## src/rtl/chi_pkg.sv

```systemverilog
`timescale 1ns / 1ps

package chi_pkg;

    // operation codes
    localparam logic [1:0] KIND_INSERT  = 2'd0;
    localparam logic [1:0] KIND_DELETE  = 2'd1;
    localparam logic [1:0] KIND_COMPACT = 2'd2;
    localparam logic [1:0] KIND_UNUSED  = 2'd3;

    // result codes
    localparam logic [1:0] ST_OK         = 2'd0;
    localparam logic [1:0] ST_TABLE_FULL = 2'd1;
    localparam logic [1:0] ST_BUCKET_FULL = 2'd2;
    localparam logic [1:0] ST_NOT_FOUND  = 2'd3;

    // fixed field widths
    localparam int HASH_W  = 32;
    localparam int ID_W    = 32;
    localparam int CNT_W   = 9;
    localparam int TOMB_W  = 16;
    localparam int SLOT_OUT_W = 8;

    typedef struct packed {
        logic [1:0]        kind;
        logic [HASH_W-1:0] hash_code;
        logic [ID_W-1:0]   tag;
    } in_word_t;

    typedef struct packed {
        logic [1:0]            status;
        logic [SLOT_OUT_W-1:0] slot_index;
        logic [CNT_W-1:0]      live_count;
        logic [TOMB_W-1:0]     tombstone_count;
    } out_word_t;

endpackage

```

## src/rtl/chi_mod_unit.sv

```systemverilog
`timescale 1ns / 1ps

module chi_mod_unit
    import chi_pkg::*;
(
    input  logic              clk,
    input  logic              rst_n,
    input  logic              start,
    input  logic [HASH_W-1:0] dividend,
    input  logic [CNT_W-1:0]  divisor,
    output logic              done,
    output logic [CNT_W-1:0]  remainder
);

    localparam int ITER_W = $clog2(HASH_W + 1);

    logic              busy_reg, busy_next;
    logic              done_reg, done_next;
    logic [ITER_W-1:0] iter_reg, iter_next;
    logic [HASH_W-1:0] dvd_reg, dvd_next;
    logic [CNT_W-1:0]  div_reg, div_next;
    logic [CNT_W-1:0]  rem_reg, rem_next;
    logic [CNT_W:0]    trial;

    // one restoring step per cycle, most significant bit first
    always_comb
    begin
        busy_next = busy_reg;
        done_next = 1'b0;
        iter_next = iter_reg;
        dvd_next  = dvd_reg;
        div_next  = div_reg;
        rem_next  = rem_reg;
        trial     = {rem_reg, dvd_reg[HASH_W-1]};
        if (start)
        begin
            busy_next = 1'b1;
            iter_next = ITER_W'(HASH_W);
            dvd_next  = dividend;
            div_next  = divisor;
            rem_next  = '0;
        end
        else if (busy_reg)
        begin
            if (trial >= {1'b0, div_reg})
                rem_next = CNT_W'(trial - {1'b0, div_reg});
            else
                rem_next = CNT_W'(trial);
            dvd_next  = {dvd_reg[HASH_W-2:0], 1'b0};
            iter_next = iter_reg - ITER_W'(1);
            if (iter_reg == ITER_W'(1))
            begin
                busy_next = 1'b0;
                done_next = 1'b1;
            end
        end
    end

    always_ff @(posedge clk or negedge rst_n)
    begin
        if (!rst_n)
        begin
            busy_reg <= 1'b0;
            done_reg <= 1'b0;
            iter_reg <= '0;
        end
        else
        begin
            busy_reg <= busy_next;
            done_reg <= done_next;
            iter_reg <= iter_next;
        end
    end

    always_ff @(posedge clk)
    begin
        dvd_reg <= dvd_next;
        div_reg <= div_next;
        rem_reg <= rem_next;
    end

    assign done      = done_reg;
    assign remainder = rem_reg;

endmodule

```

## config.mk

```make
export PLATFORM = sky130hd
export DESIGN_NAME = chi_mod_unit
export DESIGN_NICKNAME = d
export VERILOG_FILES = /design/src/rtl/chi_pkg.sv /design/src/rtl/chi_mod_unit.sv
export SDC_FILE = /design/constraint.sdc
export NUM_CORES = 1
export LEC_CHECK = 0
export ABC_AREA = 1
export BUFFER_PORTS_ARGS = -buffer_cell sky130_fd_sc_hd__buf_4
export CAP_MARGIN = 0
export CORE_MARGIN = 2
export CORE_UTILIZATION = 45
export CTS_CLUSTER_DIAMETER = 150
export DETAILED_ROUTE_END_ITERATION = 8
export PLACE_DENSITY_LB_ADDON = 0.12
export SLEW_MARGIN = 20
export SYNTH_ARGS = -nofsm -noshare
export SYNTH_HDL_FRONTEND = slang
export SYNTH_SLANG_ARGS = --single-unit
```

## constraint.sdc

```tcl
create_clock -name clk -period 3.4 [get_ports clk]
set_clock_uncertainty 0.2 [all_clocks]
set_input_delay 0.68 -clock clk [delete_from_list [all_inputs] [get_ports clk]]
set_output_delay 0.68 -clock clk [all_outputs]
set_load 0.1 [all_outputs]
```

==> reports/metrics.yaml, run 1 <==
run_status:
  status: "finished, final reports clean"
timing:
  setup_viol: 0
  drv_slew: 0
  fin_setup_tns_ns: 0
  max_freq_mhz: 456.2
  rsz0062_at_grt: "false"
  period_share_pct: 64.47
  worst_pin_slew_ns: 0.5545
  hold_viol: 0
  relSlewSlack_pct: 62.98
  fin_crit_ns: 2.192
global_routing:
  grt_pass1_wl_um: 9708
  overflow: 0
  grt_pass1_vias: 2172
  grt_max_degree: 46
  grtUsageTotal_pct: 17.38
  grt_antenna_before_repair: 0
drt:
  drt_iter0_drc: 144
  ant_nets: 0
  remaining_drc_errors: 0
  wl_per_cell_um: 11.78
  vias: 2237
  drtPass1Iterations: 4
  wl_um: 5585
  via_per_inst: 4.719
critical_path:
  slowest_stage: "fa_1"
  worstPathCellList: "inv_1 > ha_1 > inv_1 > fa_1 > nand2_1 > nand3_2 > nand2_2 > nand2_2 > nand3_1 > nand3_1 > nand2_1"
  critPathLaunchType: "register"
  startpoint: "dvd_reg[31]$_DFFE_PP_"
  critical_path_required_ns: 3.49
  cp.buffers_inverters: 2
  ff2ff_path_depth: 11
  arrival_ns: 2.28
  cp_max_fo: 11
  timing.rr.end: "remainder[5]$_SDFFE_PP0P_"
  reg2reg_from: "dvd_reg[31]$_DFFE_PP_"
  path_delay_family: "simple AND/OR/NAND/NOR gates"
  cp_slowest_stage_delay_ns: 0.42
  setup.worst_path.class: "register to register"
  ff2ff_setup_slack_ns: 1.21
  worst_setup_path_end_kind: "register"
die:
  ios: 54
  die_w_um: 84.54
  die_h_um: 84.54
  coreArea_mm2: 0.006314
  start_util_pct: 46.23
  die_area_mm2: 0.007147
  num_rows: 29
min_path:
  min_path_cells: 1
  min_path_type: "register to register"
  worstHoldStart: "iter_reg[5]$_DFFE_PN0P_"
  worstHoldEndpoint: "iter_reg[5]$_DFFE_PN0P_"
logic_synthesis:
  avgSynthCellArea_um2: 8.740
  ys.flop_type: "edfxtp_1"
  synthCells: 334
  ys_types: 28
  ys_seq_elements: 58
  synth_edf_count: 41
  synth_async_sr_flop_share_pct: 13.79
  seq_area_frac_synth_pct: 55.21
  synthesis.nets: 390
  synth_area_mm2: 0.002919
  synth_warnings: 0
cts:
  numCtsBuffers: 9
  cts.path.max_buffers: 2
  post_cts_resized: 0
  h-tree-depth: 3
  path_clk_slew_ns: 0.06
  clock_latency_ns: 0.34
  cts.sinks: 58
  tritoncts: "built"
  cts_root_buffer: "clkbuf_8"
layout:
  diodes: 0
  final_cell_area_mm2: 0.003545
  area_growth_pct: 21.43
  layout.nets: 448
  largest_register_ffs: 32
  drive_gt1_share_pct: 20.65
pwr:
  p_per_area_mw_per_mm2: 674.8
  ir_worst_vdd_mv: 0.4581
  p_total_mw: 2.392
  p_leak_nw: 1.785
placement:
  postPlaceCellArea_mm2: 0.003378
  hpwl_um: 3902
  io_buffer_count: 53
  gp_congestion: 0.8501
job:
  cap_violations: 0
[worst max-delay path by stage]
| stage | endpoint | slack [ns] | depth (start not counted) |
|---|---|---|---|
| after floorplan | remainder[3]$_SDFFE_PP0P_ | 0.92 | 10 |
| after global placement | dvd_reg[8]$_DFFE_PP_ | 1.03 | 4 |
| after detailed placement | dvd_reg[15]$_DFFE_PP_ | 1.01 | 4 |
| after CTS | remainder[5]$_SDFFE_PP0P_ | 1.18 | 11 |
| after global routing | remainder[3]$_SDFFE_PP0P_ | 0.97 | 11 |
| final | remainder[5]$_SDFFE_PP0P_ | 1.21 | 11 |
[metrics by stage]
stage | hold WS (ns) | setup WS, ns | std cells | util (%)
global placement | 0.2675 | 1.029 | 457 | 53.51
global route | 0.2960 | 0.9694 | 474 | 56.14
CTS | 0.2910 | 1.179 | 474 | 56.14
floorplan | 0.1844 | 0.9228 | 334 | -
detailed placement | 0.2827 | 1.009 | 457 | 53.51
finish | 0.2872 | 1.208 | 474 | 56.14
[worst reg2reg max path, cell delays in order, from the launching register on]
cell      delay, ns
edfxtp_1       0.36
inv_1          0.09
ha_1           0.15
inv_1          0.06
fa_1           0.42
nand2_1        0.12
nand3_2        0.08
nand2_2        0.23
nand2_2        0.18
nand3_1        0.10
nand3_1        0.08
nand2_1        0.09
[area by class of cell]
cell class | count | area (um2)
Timing Repair Buffer | 56 | 422.9
Clock inverter | 4 | 21.27
Tap cell | 77 | 96.34
Clock buffer | 12 | 135.1
Inverter | 39 | 146.4
Sequential cell | 58 | 1612
Fill cell | 599 | 2769
Multi-Input combinational cell | 228 | 1111
[cell usage after synthesis, types with 2 or more instances]
cell type | n | area, um2
nand2_1 | 142 | 533.0
edfxtp_1 | 41 | 1231
inv_1 | 37 | 138.9
nand3_1 | 22 | 110.1
ha_1 | 11 | 137.6
nor2_1 | 11 | 41.29
dfxtp_1 | 9 | 180.2
dfrtp_1 | 8 | 200.2
a21oi_1 | 7 | 35.03
o21ai_1 | 6 | 30.03
clkbuf_1 | 5 | 18.77
nand2_2 | 4 | 25.02
nand3_2 | 4 | 40.04
o21ai_0 | 4 | 20.02
nand3b_1 | 3 | 22.52
nor3_1 | 3 | 15.01
xnor2_1 | 3 | 26.28
buf_6 | 2 | 22.52
inv_2 | 2 | 7.510
nor2_2 | 2 | 12.51
[report_power, final]
part | switching [mW] | internal, mW | total [mW]
combinational | 0.630 | 0.303 | 0.932
clock | 0.258 | 0.259 | 0.517
sequential | 0.0717 | 0.870 | 0.942
[cell usage in the layout (no fill, tap or decap), types with 2 or more instances in the layout]
master,Yosys,routed
a21oi_1,7,7
buf_4,0,55
clkbuf_1,5,3
clkbuf_8,0,9
clkinv_2,0,2
dfrtp_1,8,8
dfxtp_1,9,9
edfxtp_1,41,41
ha_1,11,11
inv_1,37,37
inv_2,2,2
nand2_1,142,142
nand2_2,4,4
nand3_1,22,22
nand3_2,4,4
nand3b_1,3,3
nor2_1,11,11
nor2_2,2,2
nor3_1,3,3
o21ai_0,4,4
o21ai_1,6,6
xnor2_1,3,3
[cell families after synthesis]
| logic type | Yosys count | synth area share [%] |
|---|---|---|
| fa+ha+maj | 12 | 5.401 |
| xor+xnor | 3 | 0.9003 |
| simple gates | 193 | 28.03 |
| flops | 58 | 55.21 |
| compound gates | 20 | 3.729 |
| buf+inv | 48 | 6.729 |
[what timing repair did]
item,CTS,global route
endpoints found under the hold margin,8,0
buffers inserted,0,0
setup endpoints to repair,0,0
hold buffers,1,0
[routing by layer]
metal	global-route usage, %	share of wire, %	wire [um]	vias to the layer above
met4	6.494	0.72	40	0
met2	26.63	46	2583	52
met3	5.900	5.6	314	6
met1	22.99	47	2646	992
li1	-	-	-	1187
met5	0	0	0	-
(Power assumes the default switching activity.)
==> inputs of run 2 (changes only) <==
- ABC_AREA: 1 -> 0
- clock period: 3.4 -> 1.85 ns (I/O delays scaled with it)
==> run 2 against run 1 <==
Against the previous run:
- setup slack worse by 1.6 ns
- largest cell class unchanged
- synthesized cell count shrank 36%
- combinational power rose to 3.2 times the previous value
- core utilization up 14 points
- worst hold slack got worse by 0.17 ns
- via count shrank 6.4%
- register-to-register slack worse by 1.6 ns
- the run now ends with negative setup slack left
- sequential power increased by 99%
==> reports/metrics.yaml, run 2 <==
critical_path:
  worst_setup_path_end_kind: "register"
  cp_max_fo: 8
  cp.buffers_inverters: 3
  reg2reg_from: "dvd_reg[31]$_DFFE_PP_"
  arrival_ns: 2.32
  slowest_stage: "edfxtp_1"
  critPathLaunchType: "register"
  setup.worst_path.class: "register to register"
  crit_cells: 10
  ff2ff_path_depth: 10
  startpoint: "dvd_reg[31]$_DFFE_PP_"
  critical_path_required_ns: 1.92
  worstPathCellList: "inv_2 > ha_4 > inv_2 > fa_2 > nand3_2 > a311oi_2 > a211oi_2 > buf_6 > mux2i_2 > a22o_1"
  path_delay_family: "adder cells"
  cp_slowest_stage_delay_ns: 0.37
  path_common_cell: "inv_2"
die:
  start_util_pct: 47.00
  num_rows: 28
  die_h_um: 82.87
  die_w_um: 82.87
  die_area_mm2: 0.006867
  coreArea_mm2: 0.005956
  ios: 54
min_path:
  min_path_cells: 2
  worstHoldStart: "dividend[0]"
  min_path_type: "input pin to register"
cts:
  path_clk_slew_ns: 0.07
  cts.path.max_buffers: 2
  clock_latency_ns: 0.33
  tritoncts: "built"
  cts.sinks: 58
  numCtsBuffers: 9
  h-tree-depth: 3
  cts_root_buffer: "clkbuf_8"
global_routing:
  grt_pass1_vias: 2156
  grt_antenna_before_repair: 0
  grt_pass1_wl_um: 9991
  grt_max_degree: 26
  grtUsageTotal_pct: 18.29
  overflow: 0
drt:
  wl_um: 6005
  wl_per_cell_um: 14.75
  drt_iter0_drc: 87
  ant_nets: 0
  drtPass1Iterations: 4
  remaining_drc_errors: 0
  vias: 2094
  via_per_inst: 5.145
logic_synthesis:
  ys.flop_type: "edfxtp_1"
  synth_edf_count: 41
  synthesis.nets: 271
  synthTopCellsByArea: "edfxtp_1, mux2_2, dfrtp_1, dfxtp_1, ha_1"
  synth_warnings: 0
  ys_types: 46
  ys_top_cells_by_count: "edfxtp_1, mux2_2, inv_1"
  yosysTopAreaCell: "edfxtp_1"
  post-synth-top-area-fraction_pct: 43.99
  ys_seq_elements: 58
  synth_area_mm2: 0.002799
  synth_async_sr_flop_share_pct: 13.79
  seq_area_frac_synth_pct: 57.58
  synthCells: 215
  avgSynthCellArea_um2: 13.02
  synth_most_common_cell: "edfxtp_1"
layout:
  drive_gt1_share_pct: 56.02
  layout.nets: 383
  largest_register_ffs: 32
  instances_no_fill: 407
  multiInputGateArea_mm2: 0.001311
  final_common_cell: "buf_4"
  fillers: 440
  register_area_mm2: 0.001643
  diodes: 0
  area_growth_pct: 50.25
  layout_common_cells: "buf_4, edfxtp_1, mux2_2, inv_1, nor2_1"
run_status:
  violations: "negative setup slack"
  status: "finished, violations left"
timing:
  drv_slew: 0
  hold_viol: 0
  rsz0062_at_grt: "true"
  worst_pin_slew_ns: 0.4889
  fin_crit_ns: 2.246
  relSlewSlack_pct: 67.10
  max_freq_mhz: 445.3
  period_share_pct: 121.4
  setup_viol: 9
  worst_slack_ns: -0.3956
pwr:
  ir_worst_vdd_mv: 1.317
  p_leak_nw: 1.783
  p_total_mw: 6.159
  p_per_area_mw_per_mm2: 1465
placement:
  gp_congestion: 0.8493
  io_buffer_count: 53
  hpwl_um: 3966
  placedCellCount: 373
job:
  cap_violations: 0
## run 2: worst reg2reg max path, delay by kind of cell, from the launching register on
kind            cells  cell delay (ns)
compound gates      3             0.49
flops               1             0.37
simple gates        1             0.10
mux                 1             0.22
buf+inv             3             0.32
fa+ha+maj           2             0.50
## run 2: logic make-up (layout without fill, tap and decap cells)
kind of cell | after synthesis | count (layout) | synth area share (%)
buffers and inverters | 24 | 141 | 3.800
AND/OR/NAND/NOR | 42 | 42 | 7.644
AO/OA/AOI/OAI | 36 | 36 | 8.985
XOR/XNOR | 9 | 9 | 2.816
flip-flops | 58 | 58 | 57.58
multiplexers | 34 | 34 | 13.54
adder cells (fa/ha/maj) | 12 | 12 | 5.633
## run 2: path summary, 6_finish.rpt
check | to | slack (ns)
max | remainder[0]$_SDFFE_PP0P_ | -0.40
min | dvd_reg[0]$_SDFFCE_PN0P_ | 0.12
max reg2reg | remainder[0]$_SDFFE_PP0P_ | -0.40
min reg2reg | remainder[8]$_SDFFE_PP0P_ | 0.28
max in group asynchronous | iter_reg[1]$_DFFE_PN0P_ | 1.14
min in group asynchronous | iter_reg[3]$_DFFE_PN0P_ | 0.19
## run 2: layer usage
layer	wire (um)	track usage [%]
met1	2688	22.72
met2	2867	29.47
met3	289	4.771
met4	160	9.240
met5	0	0
## run 2: power breakdown
group	switching (mW)	internal (mW)	total [mW]
Combinational	1.62	1.40	3.02
Clock	0.511	0.757	1.27
Sequential	0.160	1.71	1.87
Total	2.29	3.87	6.16
## run 2: final cells by class
class                      count  area share [%]
clock buffer                  11           3.124
clock inverter                 5           1.874
inverter                      16           1.517
multi-input combinational    133           31.18
sequential                    58           39.07
tap                           75           2.231
timing repair buffer         109           21.01
## run 2: stage by stage
stage	setup TNS (ns)	hold slack, ns	setup slack, ns	area [um2]	util (%)
6_report	-3.030	0.1219	-0.3956	4205	70.61
5_1_grt	-3.997	0.1161	-0.5091	4205	70.61
4_1_cts	-2.713	0.1067	-0.3821	4083	68.55
3_5_place_dp	-2.690	-0.005572	-0.3628	3696	62.06
3_3_place_gp	-2.186	-0.008572	-0.3266	3696	62.06
2_1_floorplan	-5.050	-0.1256	-0.3461	2972	-
## run 2: what timing repair did
| action | 4_1_cts | 5_1_grt |
|---|---|---|
| resized for setup | 10 | 16 |
| hold buffers | 10 | 0 |
| pin swaps | 12 | 14 |
| setup endpoints to repair | 9 | 9 |
| setup buffers | 3 | 6 |
| hold endpoints to repair | 17 | 0 |
==> inputs of run 3 (changes only) <==
- SETUP_SLACK_MARGIN: not set -> 0.1
- clock period: 1.85 -> 1.8 ns (I/O delays scaled with it)
==> run 3 against run 2 <==
Against the previous run:
- the flow still finishes with violations (negative setup slack)
- routed wire length grew 6.5%
- count of clock-buffer cells in the layout decreased by 1
- power grew 4.2%
- core utilization rose by 1.3 points
- sequential share of layout area decreased by 0.69 points
- sequential cell count did not move
- sequential power up 4%
- combinational power up 5%
- maximum frequency decreased by 0.91%
- die area unchanged
==> reports/metrics.yaml, run 3 (synthesized netlist as in run 2, its figures left out) <==
layout:
  multiInputGateArea_mm2: 0.001309
  layout.nets: 393
  largest_register_ffs: 32
  layout_common_cells: "buf_4, edfxtp_1, mux2_2, inv_1, nor2_1"
  register_area_mm2: 0.001643
  instances_no_fill: 417
  drive_gt1_share_pct: 57.02
  area_growth_pct: 52.93
  final_cell_area_mm2: 0.004280
  diodes: 0
  final_common_cell: "buf_4"
  fillers: 385
  utilization_pct: 71.87
die:
  die_area_mm2: 0.006867
  num_rows: 28
  coreArea_mm2: 0.005956
  die_w_um: 82.87
  die_h_um: 82.87
  ios: 54
  start_util_pct: 47.00
job:
  cap_violations: 0
timing:
  drv_slew: 0
  fin_crit_ns: 2.266
  fin_setup_tns_ns: -3.761
  relSlewSlack_pct: 65.38
  max_freq_mhz: 441.2
  worst_slack_ns: -0.4664
  rsz0062_at_grt: "true"
  setup_viol: 9
  period_share_pct: 125.9
  worst_pin_slew_ns: 0.5146
  hold_viol: 0
critical_path:
  critical_path_required_ns: 1.86
  slowest_stage: "edfxtp_1"
  worstPathCellList: "inv_2 > ha_4 > inv_2 > fa_2 > nand3_2 > a311oi_2 > a211oi_2 > buf_4 > mux2i_2 > a22o_1"
  path_delay_family: "adder cells"
  critPathLaunchType: "register"
  arrival_ns: 2.33
  cp_slowest_stage_delay_ns: 0.37
  path_common_cell: "inv_2"
  cp.buffers_inverters: 3
  setup.worst_path.class: "register to register"
  cp_max_fo: 5
  worst_setup_path_end_kind: "register"
min_path:
  min_path_type: "input pin to register"
global_routing:
  grt_pass1_wl_um: 9984
  overflow: 0
  grtUsageTotal_pct: 18.39
  grt_max_degree: 23
  grt_pass1_vias: 2165
  grt_antenna_before_repair: 0
placement:
  hpwl_um: 4061
  io_buffer_count: 53
  gp_congestion: 0.8129
  postPlaceCellArea_mm2: 0.003696
  placedCellCount: 373
run_status:
  violations: "negative setup slack"
  status: "finished, violations left"
cts:
  cts.sinks: 58
  clock_latency_ns: 0.33
  tritoncts: "built"
  cts_root_buffer: "clkbuf_8"
  numCtsBuffers: 9
  path_clk_slew_ns: 0.07
  cts.path.max_buffers: 2
  h-tree-depth: 3
drt:
  drtPass1Iterations: 7
  wl_per_cell_um: 15.34
  remaining_drc_errors: 0
  wl_um: 6398
  drt_iter0_drc: 71
  ant_nets: 0
  via_per_inst: 5.285
  vias: 2204
pwr:
  p_leak_nw: 1.821
  p_total_mw: 6.418
  p_per_area_mw_per_mm2: 1500
  ir_worst_vdd_mv: 1.120
-- run 3: cell count changes in the layout (fill, tap and decap cells not counted), sizes merged --
cell | before | now
buf | 99 | 109
clkinv | 3 | 4
clkbuf | 11 | 10
-- run 3: repair_timing --
action | 4_1_cts | 5_1_grt
hold buffers | 10 | 0
pin swaps | 13 | 23
gates resized for setup | 9 | 17
endpoints found under the setup margin | 9 | 12
endpoints found under the hold margin | 17 | 0
cloned | 0 | 0
buffers inserted | 5 | 14
-- run 3: layer usage --
layer	up-vias	share of wire [%]	wire (um)	track usage [%]
met5	-	0	0	0
met4	0	3.1	199	10.28
met3	20	4.2	271	4.175
met2	71	50	3180	29.55
met1	1068	43	2747	22.90
li1	1045	-	-	-
-- run 3: where the power goes --
part | internal, mW | switching, mW | leakage (nW) | total, mW
combinational | 1.48 | 1.70 | 1.11 | 3.18
sequential | 1.76 | 0.179 | 0.605 | 1.94
clock | 0.770 | 0.528 | 0.105 | 1.30
total | 4.01 | 2.41 | 1.82 | 6.42
-- run 3: stage by stage --
stage / worst slack [ns] / hold slack (ns)
after floorplan: -0.3961 / -0.1356
after global placement: -0.3775 / -0.01913
after detailed placement: -0.4090 / -0.01539
after CTS: -0.4250 / 0.09406
after global routing: -0.5529 / 0.1069
final: -0.4664 / 0.1120
-- run 3: layout make-up --
cell class | count | area share, %
clock buffers | 10 | 2.982
repair buffers | 119 | 22.48
flip-flops and latches | 58 | 38.38
multi-input cells | 133 | 30.58
well taps | 75 | 2.192
inverters | 16 | 1.491
clock inverters | 6 | 1.900
-- run 3: path summary, 6_finish.rpt --
check | cells after the start | slack (ns) | endpoint | startpoint
max | 10 | -0.47 | remainder[0]$_SDFFE_PP0P_ | dvd_reg[31]$_DFFE_PP_
min | 2 | 0.11 | dvd_reg[0]$_SDFFCE_PN0P_ | dividend[0]
max reg2reg | 10 | -0.47 | remainder[0]$_SDFFE_PP0P_ | dvd_reg[31]$_DFFE_PP_
min reg2reg | 1 | 0.28 | remainder[8]$_SDFFE_PP0P_ | remainder[8]$_SDFFE_PP0P_
max in group asynchronous | 2 | 1.10 | iter_reg[1]$_DFFE_PN0P_ | rst_n
min in group asynchronous | 2 | 0.18 | iter_reg[4]$_DFFE_PN0P_ | rst_n
